===== src/hw/rtl/miu_pkg.sv =====
// ----------------------------------------------------------------------------
// miu_pkg
// Types and constants shared by the modular inverse unit and its engine.
// ----------------------------------------------------------------------------
package miu_pkg;

   localparam int OPERAND_W = 63;
   localparam int MOD_W     = 31;
   // signed Bezout coefficient, magnitude bounded by the modulus
   localparam int COEF_W    = MOD_W + 2;
   localparam int SHIFT_W   = $clog2(MOD_W);
   localparam int CNT_W     = $clog2(OPERAND_W);

   localparam logic [MOD_W-1:0]   MODULUS_RESET = MOD_W'(1000000007);
   localparam logic [CNT_W-1:0]   REDUCE_LAST   = CNT_W'(OPERAND_W - 1);

   typedef enum logic [2:0] {
      ST_IDLE,
      ST_REDUCE,
      ST_ALIGN,
      ST_SUB,
      ST_FINISH
   } miu_state_type;

   typedef struct packed {
      logic idle;
      logic done;
   } miu_status_type;

endpackage


===== src/hw/rtl/modular_inverse_unit_top.sv =====
// ----------------------------------------------------------------------------
// modular_inverse_unit_top
// Inverse of a 63-bit operand modulo a programmable 31-bit modulus.
//
//   Channel  Ports                                    Direction
//   request  req_valid, req_stall, req_operand        in (stall out)
//   response rsp_valid, rsp_stall, rsp_inverse,       out (stall in)
//            rsp_not_invertible
//   csr      csr_wr_en, csr_wr_data                   in
//
// A transaction is accepted only while the engine is idle. It reduces the operand
// (one bit a cycle), then works out each Euclid quotient by shift-and-subtract on
// one shared subtract/compare unit, then loads the output register. The next
// transaction is accepted from the cycle after the load; a stalled, full output
// register holds the engine.
// Synchronous reset restores the modulus to 1000000007 and idles the engine.
// A finished result waits in the output register while the next transaction
// is accepted and worked on.
// ----------------------------------------------------------------------------
module modular_inverse_unit_top (
   input  logic                           clock,
   input  logic                           reset,
   input  logic                           req_valid,
   output logic                           req_stall,
   input  logic [miu_pkg::OPERAND_W-1:0]  req_operand,
   output logic                           rsp_valid,
   input  logic                           rsp_stall,
   output logic [miu_pkg::MOD_W-1:0]      rsp_inverse,
   output logic                           rsp_not_invertible,
   input  logic                           csr_wr_en,
   input  logic [miu_pkg::MOD_W-1:0]      csr_wr_data
);

   logic [miu_pkg::MOD_W-1:0]    modulus_ff, modulus_in;
   logic                         valid_ff, valid_in;
   logic [miu_pkg::MOD_W-1:0]    inverse_ff, inverse_in;
   logic                         flag_ff, flag_in;

   miu_pkg::miu_status_type      status;
   logic [miu_pkg::MOD_W-1:0]    eng_inverse;
   logic                         eng_not_invertible;
   logic                         start;
   logic                         take;

   assign start = req_valid && status.idle;
   // move a finished result into the output register once it is free
   assign take  = status.done && (!valid_ff || !rsp_stall);

   miu_engine u_engine (
      .clock          (clock),
      .reset          (reset),
      .start          (start),
      .ack            (take),
      .operand        (req_operand),
      .modulus        (modulus_ff),
      .status         (status),
      .inverse        (eng_inverse),
      .not_invertible (eng_not_invertible)
   );

   always_comb begin
      modulus_in = csr_wr_en ? csr_wr_data : modulus_ff;
      valid_in   = valid_ff;
      inverse_in = inverse_ff;
      flag_in    = flag_ff;
      if (take) begin
         valid_in   = 1'b1;
         inverse_in = eng_inverse;
         flag_in    = eng_not_invertible;
      end else if (valid_ff && !rsp_stall) begin
         valid_in = 1'b0;
      end
   end

   always_ff @(posedge clock) begin
      if (reset) begin
         modulus_ff <= miu_pkg::MODULUS_RESET;
         valid_ff   <= 1'b0;
      end else begin
         modulus_ff <= modulus_in;
         valid_ff   <= valid_in;
      end
   end

   always_ff @(posedge clock) begin
      inverse_ff <= inverse_in;
      flag_ff    <= flag_in;
   end

   assign req_stall          = !status.idle;
   assign rsp_valid          = valid_ff;
   assign rsp_inverse        = inverse_ff;
   assign rsp_not_invertible = flag_ff;

endmodule


===== src/hw/rtl/miu_engine.sv =====
// ----------------------------------------------------------------------------
// miu_engine
// Sequencer and shared datapath: reduces the operand modulo the modulus one
// bit a cycle, then runs extended Euclid with shift-and-subtract quotients.
// ----------------------------------------------------------------------------
module miu_engine (
   input  logic                           clock,
   input  logic                           reset,
   input  logic                           start,
   input  logic                           ack,
   input  logic [miu_pkg::OPERAND_W-1:0]  operand,
   input  logic [miu_pkg::MOD_W-1:0]      modulus,
   output miu_pkg::miu_status_type        status,
   output logic [miu_pkg::MOD_W-1:0]      inverse,
   output logic                           not_invertible
);

   miu_pkg::miu_state_type state_ff, state_in;

   logic [miu_pkg::OPERAND_W-1:0]       opnd_ff, opnd_in;
   logic [miu_pkg::MOD_W-1:0]           mod_ff, mod_in;
   logic [miu_pkg::CNT_W-1:0]           cnt_ff, cnt_in;
   logic [miu_pkg::MOD_W-1:0]           r0_ff, r0_in;
   logic [miu_pkg::MOD_W-1:0]           r1_ff, r1_in;
   logic [miu_pkg::MOD_W-1:0]           d_ff, d_in;
   logic [miu_pkg::SHIFT_W-1:0]         k_ff, k_in;
   logic signed [miu_pkg::COEF_W-1:0]   t0_ff, t0_in;
   logic signed [miu_pkg::COEF_W-1:0]   t1_ff, t1_in;
   logic signed [miu_pkg::COEF_W-1:0]   dt_ff, dt_in;

   // datapath terms
   logic [miu_pkg::MOD_W:0]             rem_sh;
   logic                                rem_ge;
   logic [miu_pkg::MOD_W-1:0]           rem_next;
   logic                                align_ok;
   logic                                sub_ge;
   logic [miu_pkg::MOD_W-1:0]           r0_sub;
   logic signed [miu_pkg::COEF_W-1:0]   t0_sub;
   logic signed [miu_pkg::COEF_W-1:0]   t0_wrap;

   assign rem_sh   = {r1_ff, opnd_ff[miu_pkg::OPERAND_W-1]};
   assign rem_ge   = rem_sh >= {1'b0, mod_ff};
   assign rem_next = rem_ge ? miu_pkg::MOD_W'(rem_sh - {1'b0, mod_ff})
                            : rem_sh[miu_pkg::MOD_W-1:0];
   assign align_ok = {d_ff, 1'b0} <= {1'b0, r0_ff};
   assign sub_ge   = d_ff <= r0_ff;
   assign r0_sub   = sub_ge ? (r0_ff - d_ff) : r0_ff;
   assign t0_sub   = sub_ge ? (t0_ff - dt_ff) : t0_ff;
   assign t0_wrap  = t0_ff + $signed({2'b00, mod_ff});

   // next state
   always_comb begin
      state_in = state_ff;
      case (state_ff)
         miu_pkg::ST_IDLE: begin
            if (start) begin
               state_in = (modulus == '0) ? miu_pkg::ST_FINISH : miu_pkg::ST_REDUCE;
            end
         end
         miu_pkg::ST_REDUCE: begin
            if (cnt_ff == '0) begin
               state_in = (rem_next == '0) ? miu_pkg::ST_FINISH : miu_pkg::ST_ALIGN;
            end
         end
         miu_pkg::ST_ALIGN: begin
            if (!align_ok) begin
               state_in = miu_pkg::ST_SUB;
            end
         end
         miu_pkg::ST_SUB: begin
            if (k_ff == '0) begin
               state_in = (r0_sub == '0) ? miu_pkg::ST_FINISH : miu_pkg::ST_ALIGN;
            end
         end
         miu_pkg::ST_FINISH: begin
            if (ack) begin
               state_in = miu_pkg::ST_IDLE;
            end
         end
         default: state_in = miu_pkg::ST_IDLE;
      endcase
   end

   // datapath next values
   always_comb begin
      opnd_in = opnd_ff;
      mod_in  = mod_ff;
      cnt_in  = cnt_ff;
      r0_in   = r0_ff;
      r1_in   = r1_ff;
      d_in    = d_ff;
      k_in    = k_ff;
      t0_in   = t0_ff;
      t1_in   = t1_ff;
      dt_in   = dt_ff;
      case (state_ff)
         miu_pkg::ST_IDLE: begin
            if (start) begin
               opnd_in = operand;
               mod_in  = modulus;
               cnt_in  = miu_pkg::REDUCE_LAST;
               r0_in   = modulus;
               r1_in   = '0;
               t0_in   = '0;
            end
         end
         miu_pkg::ST_REDUCE: begin
            // one restoring step of operand mod modulus
            opnd_in = {opnd_ff[miu_pkg::OPERAND_W-2:0], 1'b0};
            r1_in   = rem_next;
            cnt_in  = cnt_ff - 1'b1;
            if (cnt_ff == '0) begin
               r0_in = mod_ff;
               t0_in = '0;
               t1_in = miu_pkg::COEF_W'(1);
               d_in  = rem_next;
               dt_in = miu_pkg::COEF_W'(1);
               k_in  = '0;
            end
         end
         miu_pkg::ST_ALIGN: begin
            if (align_ok) begin
               d_in  = {d_ff[miu_pkg::MOD_W-2:0], 1'b0};
               dt_in = dt_ff <<< 1;
               k_in  = k_ff + 1'b1;
            end
         end
         miu_pkg::ST_SUB: begin
            if (k_ff == '0) begin
               // quotient complete: rotate remainders and coefficients
               r0_in = r1_ff;
               r1_in = r0_sub;
               t0_in = t1_ff;
               t1_in = t0_sub;
               d_in  = r0_sub;
               dt_in = t0_sub;
            end else begin
               r0_in = r0_sub;
               t0_in = t0_sub;
               d_in  = {1'b0, d_ff[miu_pkg::MOD_W-1:1]};
               dt_in = dt_ff >>> 1;
               k_in  = k_ff - 1'b1;
            end
         end
         default: begin
         end
      endcase
   end

   // outputs
   always_comb begin
      status.idle    = state_ff == miu_pkg::ST_IDLE;
      status.done    = state_ff == miu_pkg::ST_FINISH;
      not_invertible = r0_ff != miu_pkg::MOD_W'(1);
      if (not_invertible) begin
         inverse = '0;
      end else if (t0_ff < 0) begin
         inverse = t0_wrap[miu_pkg::MOD_W-1:0];
      end else begin
         inverse = t0_ff[miu_pkg::MOD_W-1:0];
      end
   end

   always_ff @(posedge clock) begin
      if (reset) begin
         state_ff <= miu_pkg::ST_IDLE;
      end else begin
         state_ff <= state_in;
      end
   end

   always_ff @(posedge clock) begin
      opnd_ff <= opnd_in;
      mod_ff  <= mod_in;
      cnt_ff  <= cnt_in;
      r0_ff   <= r0_in;
      r1_ff   <= r1_in;
      d_ff    <= d_in;
      k_ff    <= k_in;
      t0_ff   <= t0_in;
      t1_ff   <= t1_in;
      dt_ff   <= dt_in;
   end

endmodule


===== config.mk =====
export PLATFORM = sky130hd
export DESIGN_NAME = modular_inverse_unit_top
export DESIGN_NICKNAME = d
export VERILOG_FILES = /design/src/hw/rtl/miu_pkg.sv /design/src/hw/rtl/modular_inverse_unit_top.sv /design/src/hw/rtl/miu_engine.sv
export SDC_FILE = /design/constraint.sdc
export NUM_CORES = 1
export LEC_CHECK = 0
export ABC_AREA = 1
export BUFFER_PORTS_ARGS = -buffer_cell sky130_fd_sc_hd__buf_2
export CORE_MARGIN = 2
export CORE_UTILIZATION = 55
export DETAILED_ROUTE_END_ITERATION = 10
export PLACE_DENSITY = 0.76
export SYNTH_ARGS = -nofsm -noshare
export SYNTH_HDL_FRONTEND = slang
export SYNTH_SLANG_ARGS = --single-unit

===== constraint.sdc =====
create_clock -name clock -period 6.6 [get_ports clock]
set_input_delay 1.32 -clock clock [delete_from_list [all_inputs] [get_ports clock]]
set_output_delay 1.32 -clock clock [all_outputs]
set_load 0.01 [all_outputs]

=== Word-level counts from Yosys, hierarchy flattened ===
Index checks and enable logic that the tools add are counted.

* Logic and storage cells: 110
* Register bits: 364
* Memory bits (writable): 0
* Memories kept: 0
* Bits in read-only memories: 0
* Bits in latches: 0

* Bitwise operators: 0
* Div/mod/pow operators: 0
* Equality and inequality tests: 12
* Order comparisons: 4
* Shift operators: 0
* Reduce and logical (&&, ||, !) cells: 27
* Multipliers: 0
* Add/subtract/negate cells: 7
* Multiplexer cells: 44

{| class="wikitable"
|+ Operators with widths
! cell !! number
|-
| 2-to-1 mux 31 bit || 11
|-
| one-hot mux 31 bit (3 select lines) || 3
|-
| 2-to-1 mux 33 bit || 8
|-
| one-hot mux 33 bit (3 select lines) || 2
|-
| one-hot mux 63 bit (2 select lines) || 1
|-
| zero test 31 bit || 3
|-
| one-hot mux 33 bit (2 select lines) || 1
|-
| 2-to-1 mux 63 bit || 1
|-
| subtractor 31 bit || 2
|-
| less-than comparator 33 x 1 -> 1 bit (second input constant) || 1
|-
| subtractor 33 bit || 1
|-
| >= comparator 32 x 31 -> 1 bit || 1
|-
| less-or-equal comparator 32 x 31 -> 1 bit || 1
|-
| adder 31 bit || 1
|-
| less-or-equal comparator 31 bit || 1
|-
| inequality test 31 x 1 -> 1 bit (second input constant) || 1
|-
| 2-to-1 mux 3 bit || 8
|-
| 2-to-1 mux 5 bit || 3
|-
| one-hot mux 3 bit (5 select lines) || 1
|-
| one-hot mux 5 bit (3 select lines) || 1
|-
| one-hot mux 6 bit (2 select lines) || 1
|-
| AND reduction 3 bit || 4
|-
| inequality test 2 x 1 -> 1 bit (second input constant) || 5
|-
| AND reduction 4 bit || 2
|-
| other kinds (19) || 30
|}

=== Depth between registers and ports, before layout ===
* Word-level depth: 6
* Depth in mapped cells: 26
* Mapped depth without buffers: 24

=== Modules after synthesis ===
A second synthesis with hierarchy kept.

* Cells, all modules: 3,541
* Area, all modules: 26,409.1 um^2

{| class="wikitable"
|+ By module, submodules not included
! module !! times used !! cells each !! area an instance (um^2)
|-
| miu_engine || 1 || 3,336 || 24,130.6
|-
| modular_inverse_unit_top || 1 || 205 || 2,278.4
|}

=== Worst setup path before layout ===
Ideal clock, no wire load.

* Path kind: input to register
* Start point: input port req_valid
* End point: register u_engine.cnt_ff[0] (netlist name) (enable)
* Data arrival time: 6.222 ns
* Setup slack: -0.213 ns
* Cell stages on the path: 2
* Path through: inv_1 o21ai_0

* Word-level cells in the longest chain between the ends: 3

{| class="wikitable"
|+ RTL lines
! item !! RTL line !! text
|-
| start, declared || modular_inverse_unit_top.sv:23 || <nowiki>input logic req_valid,</nowiki>
|-
| logical AND 1 bit || modular_inverse_unit_top.sv:45 || <nowiki>assign start = req_valid && status.idle;</nowiki>
|-
| inequality test 2 x 1 -> 1 bit (no line) || - ||
|-
| AND reduction 2 bit (no line) || - ||
|-
| end signal, assigned || miu_engine.sv:175 || <nowiki>cnt_ff <= cnt_in;</nowiki>
|-
| end, declared || miu_engine.sv:22 || <nowiki>logic [miu_pkg::CNT_W-1:0] cnt_ff, cnt_in;</nowiki>
|}

No other way between the ends.
A chain may end at the register's enable or synchronous reset.

=== Worst setup path in the final report ===
* Start point: register u_engine.state_ff[0]
* End point: register u_engine.k_ff[1] (netlist name) (enable)

* Word-level cells in the longest chain between the ends: 3

{| class="wikitable"
|+ RTL lines
! item !! RTL line !! text
|-
| start, declared || miu_engine.sv:18 || <nowiki>miu_pkg::miu_state_type state_ff, state_in;</nowiki>
|-
| start signal, assigned || miu_engine.sv:166 || <nowiki>state_ff <= miu_pkg::ST_IDLE;</nowiki>
|-
| start signal, assigned || miu_engine.sv:168 || <nowiki>state_ff <= state_in;</nowiki>
|-
| equality test 3 x 2 -> 1 bit / equality test 3 x 1 -> 1 bit (equally long branches) || miu_engine.sv:96 || <nowiki>case (state_ff)</nowiki>
|-
| inequality test 2 bit (no line) (tied with other cells) || - ||
|-
| AND reduction 4 bit (no line) * || - ||
|-
| end signal, assigned || miu_engine.sv:179 || <nowiki>k_ff <= k_in;</nowiki>
|-
| end, declared || miu_engine.sv:26 || <nowiki>logic [miu_pkg::SHIFT_W-1:0] k_ff, k_in;</nowiki>
|}

Every way passes the cells marked *; elsewhere a longest branch is shown, timed or not.

==> results.toml <==
[status]
status = "completed"

[worst_setup_path]
endpoint_kind = "flip-flop"
critPathRequiredTime_ps = 6840
crit_arrival_ps = 4680
r2r_cells = 9
r2r_slack_ps = 2160
start_kind = "flip-flop"
crit_fanout = 90
worstSetupPathType = "flip-flop to flip-flop"

[synthesis]
yosys.area_share.adder_pct = 7.98
yosysSeqAreaShare_pct = 40.4
yosysWarnings = 0
muxShareOfSynthArea_pct = 0
avgSynthCellArea_um2 = 7.40
synth-compound-area-share_pct = 13.9
yosys.area.top_type = "edfxtp_1"
async_reset_ff_share_pct = 0
syn_nets = 3803
netlist_instances = 3540
synthFlopType = "edfxtp_1"
synth_top_area_share_pct = 37.7
synth_edf_count = 329
synth_commonest_cells = "nand2_1 (1,125), inv_1 (541), edfxtp_1 (329)"
ys_ff_latch = 364
yosysMostFrequentCell = "nand2_1"
synthTopCellsByArea = "edfxtp_1 (38%), nand2_1 (16%), inv_1 (7.8%)"
synth-simple-area-share_pct = 25.9
synth-xor-area-share_pct = 2.04
syn-cell-area_um2 = 26200
synth_cell_types = 55
synth_top_family_by_area = "simple AND/OR/NAND/NOR gates"

[power_and_ir_drop]
power_density_nw_per_um2 = 584
peakVddDrop_mv = 0.294
power_mw = 16.7
leakagePower_nw = 13.7

[cells_and_area]
fillers = 4290
drive_above_1_share_pct = 7.38
fin_nets = 3892
fin_cells = 4268
final_area_um2 = 28600
fin_util_pct = 61.2
areaGrowthSynthToFinish_pct = 9.32

[clock_tree]
cts_setup_buffers = 0
cts_buffers = 40
clkTransAtPathRegs_ps = 60
clock-root-buffer = "clkbuf_16"
cts_sinks = 364
clockBufferDepth = 3
cts.htree.levels = 2
cts_tree = "built"
cts_hold_buf = 0
insertion_delay_ps = 580
ctsResizeCount = 0

[placed_design]
placedCellCount = 4194
routabilityCongestion = 0.981
postPlaceCellArea_um2 = 27300
dpl.hpwl_um = 63500
dpl_worst_slack_ps = 2330
port_buffers = 132

[sta]
setup_ws_ps = 2160
slew_viol_final = 0
fin_crit_ps = 4440
worst_clock_skew_ps = 29.4
max_freq_ghz = 0.225
post-route-period-util_pct = 67.3
relSlewSlack_pct = 20.5
timing.final.hold_violations = 0
rsz0062_at_grt = "false"
holdWs_ps = 441
tns_ps = 0
setup_viol = 0
tightest_slew_ps = 1190

[routing]
post-route-drc-count = 0
wl_um = 83800
ant_nets = 0
wire_per_inst_um = 19.6
vias = 24741
drt_iter0_markers = 3176
dr.pass1.iters = 8
vias_per_cell = 5.80

[global_routing]
gr-usage-all-layers_pct = 33.8
grt_max_degree = 91
antenna_found_initial = 1
gr-total-overflow = 0
grt_pass1_vias = 22869
grt_first_pass_wirelength_um = 130000

[job]
timing.max_cap.violations = 0

[floorplan]
start_util_pct = 56.0
coreArea_um2 = 46800
die-area_um2 = 49400
fp-row-count = 79
die_y_um = 222
die_w_um = 222
io_pins = 133

[hold_path]
hold_depth = 0
hold_class = "flip-flop to flip-flop"
[layer usage]
layer / global-route usage [%] / vias to the layer above / share of wire, %
met4: 12.5 / 2 / 4.0
li1: - / 11876 / -
met1: 48.3 / 11195 / 41
met3: 8.50 / 184 / 13
met2: 49.3 / 1484 / 41
met5: 0 / - / 0.0095
[placed cells by master, fill, tap and decap left out, types with 5 or more instances in the layout]
cell and n:
nand2_1 1124, inv_1 539, edfxtp_1 329, nor2_1 274, o21ai_0 213, a21oi_1 211
ha_1 159, nand3_1 143, buf_2 132, o221ai_1 41, clkbuf_16 41, nand4_1 35
dfxtp_1 35, xor2_1 34, a32oi_1 33, xnor2_1 27, o22ai_1 23, buf_4 21
nor3_1 18, nor4_1 17, o21ai_1 15, a31oi_1 15, o211ai_1 12, clkinv_1 10
and2_1 10, o21bai_1 10, o21ai_2 10, inv_2 9, clkinv_2 9, nor2_2 8
or2_2 8, nand2_2 7, a21o_1 7, clkbuf_1 7, nand3b_1 6, nor2_4 5
a21boi_1 5, a21boi_0 5, o21a_1 5, fa_1 5
[worst paths after layout]
path,start,end
worst max register to register,u_engine.state_ff[0],u_engine.k_ff[1]
worst min register to register,modulus_ff[22],u_engine.mod_ff[22]
worst max-delay path,u_engine.state_ff[0],u_engine.k_ff[1]
worst min-delay path,modulus_ff[22],u_engine.mod_ff[22]
[registers in the layout, indices dropped and copies added, names as in the netlist]
register / cells
u_engine.d_ff: 31
u_engine.r1_ff: 31
rsp_inverse: 31
u_engine.state_ff: 3
rsp_valid: 1
rsp_not_invertible: 1
u_engine.r0_ff: 31
modulus_ff: 31
u_engine.opnd_ff: 63
u_engine.mod_ff: 31
u_engine.k_ff: 5
u_engine.cnt_ff: 6
u_engine.t0_ff: 33
u_engine.dt_ff: 33
u_engine.t1_ff: 33
[final cells by class]
type                            count  area (um2)  area share, %
Clock buffer                       49        1070           3.72
Clock inverter                     24         213          0.743
Inverter                          551        2070           7.23
Multi-Input combinational cell   2519       13100           45.8
Antenna cell                        1        2.50        0.00874
Timing Repair Buffer              153         818           2.86
Tap cell                          607         759           2.65
Sequential cell                   364       10600           37.0
[report_power, final]
part	total (mW)	internal, mW	switching, mW
logic	10.0	2.93	7.07
registers	4.46	3.75	0.710
clock network	2.25	1.27	0.972
total	16.7	7.95	8.76
[logic make-up (layout without fill, tap and decap cells)]
kind of cell | after synthesis | in the layout
xor+xnor | 61 | 61
flops | 364 | 364
other cells | 0 | 1
simple gates | 1671 | 1671
buf+inv | 657 | 777
fa+ha+maj | 164 | 164
compound gates | 623 | 623
[worst max-delay path: stages (launching register included)]
cell	delay, ps
dfxtp_1	380
inv_1	210
nor2_1	670
inv_2	600
nor2_2	270
buf_4	430
inv_1	160
nor2_4	130
buf_4	850
nor2_1	360
Note: power is estimated with default switching activity, not from simulation.
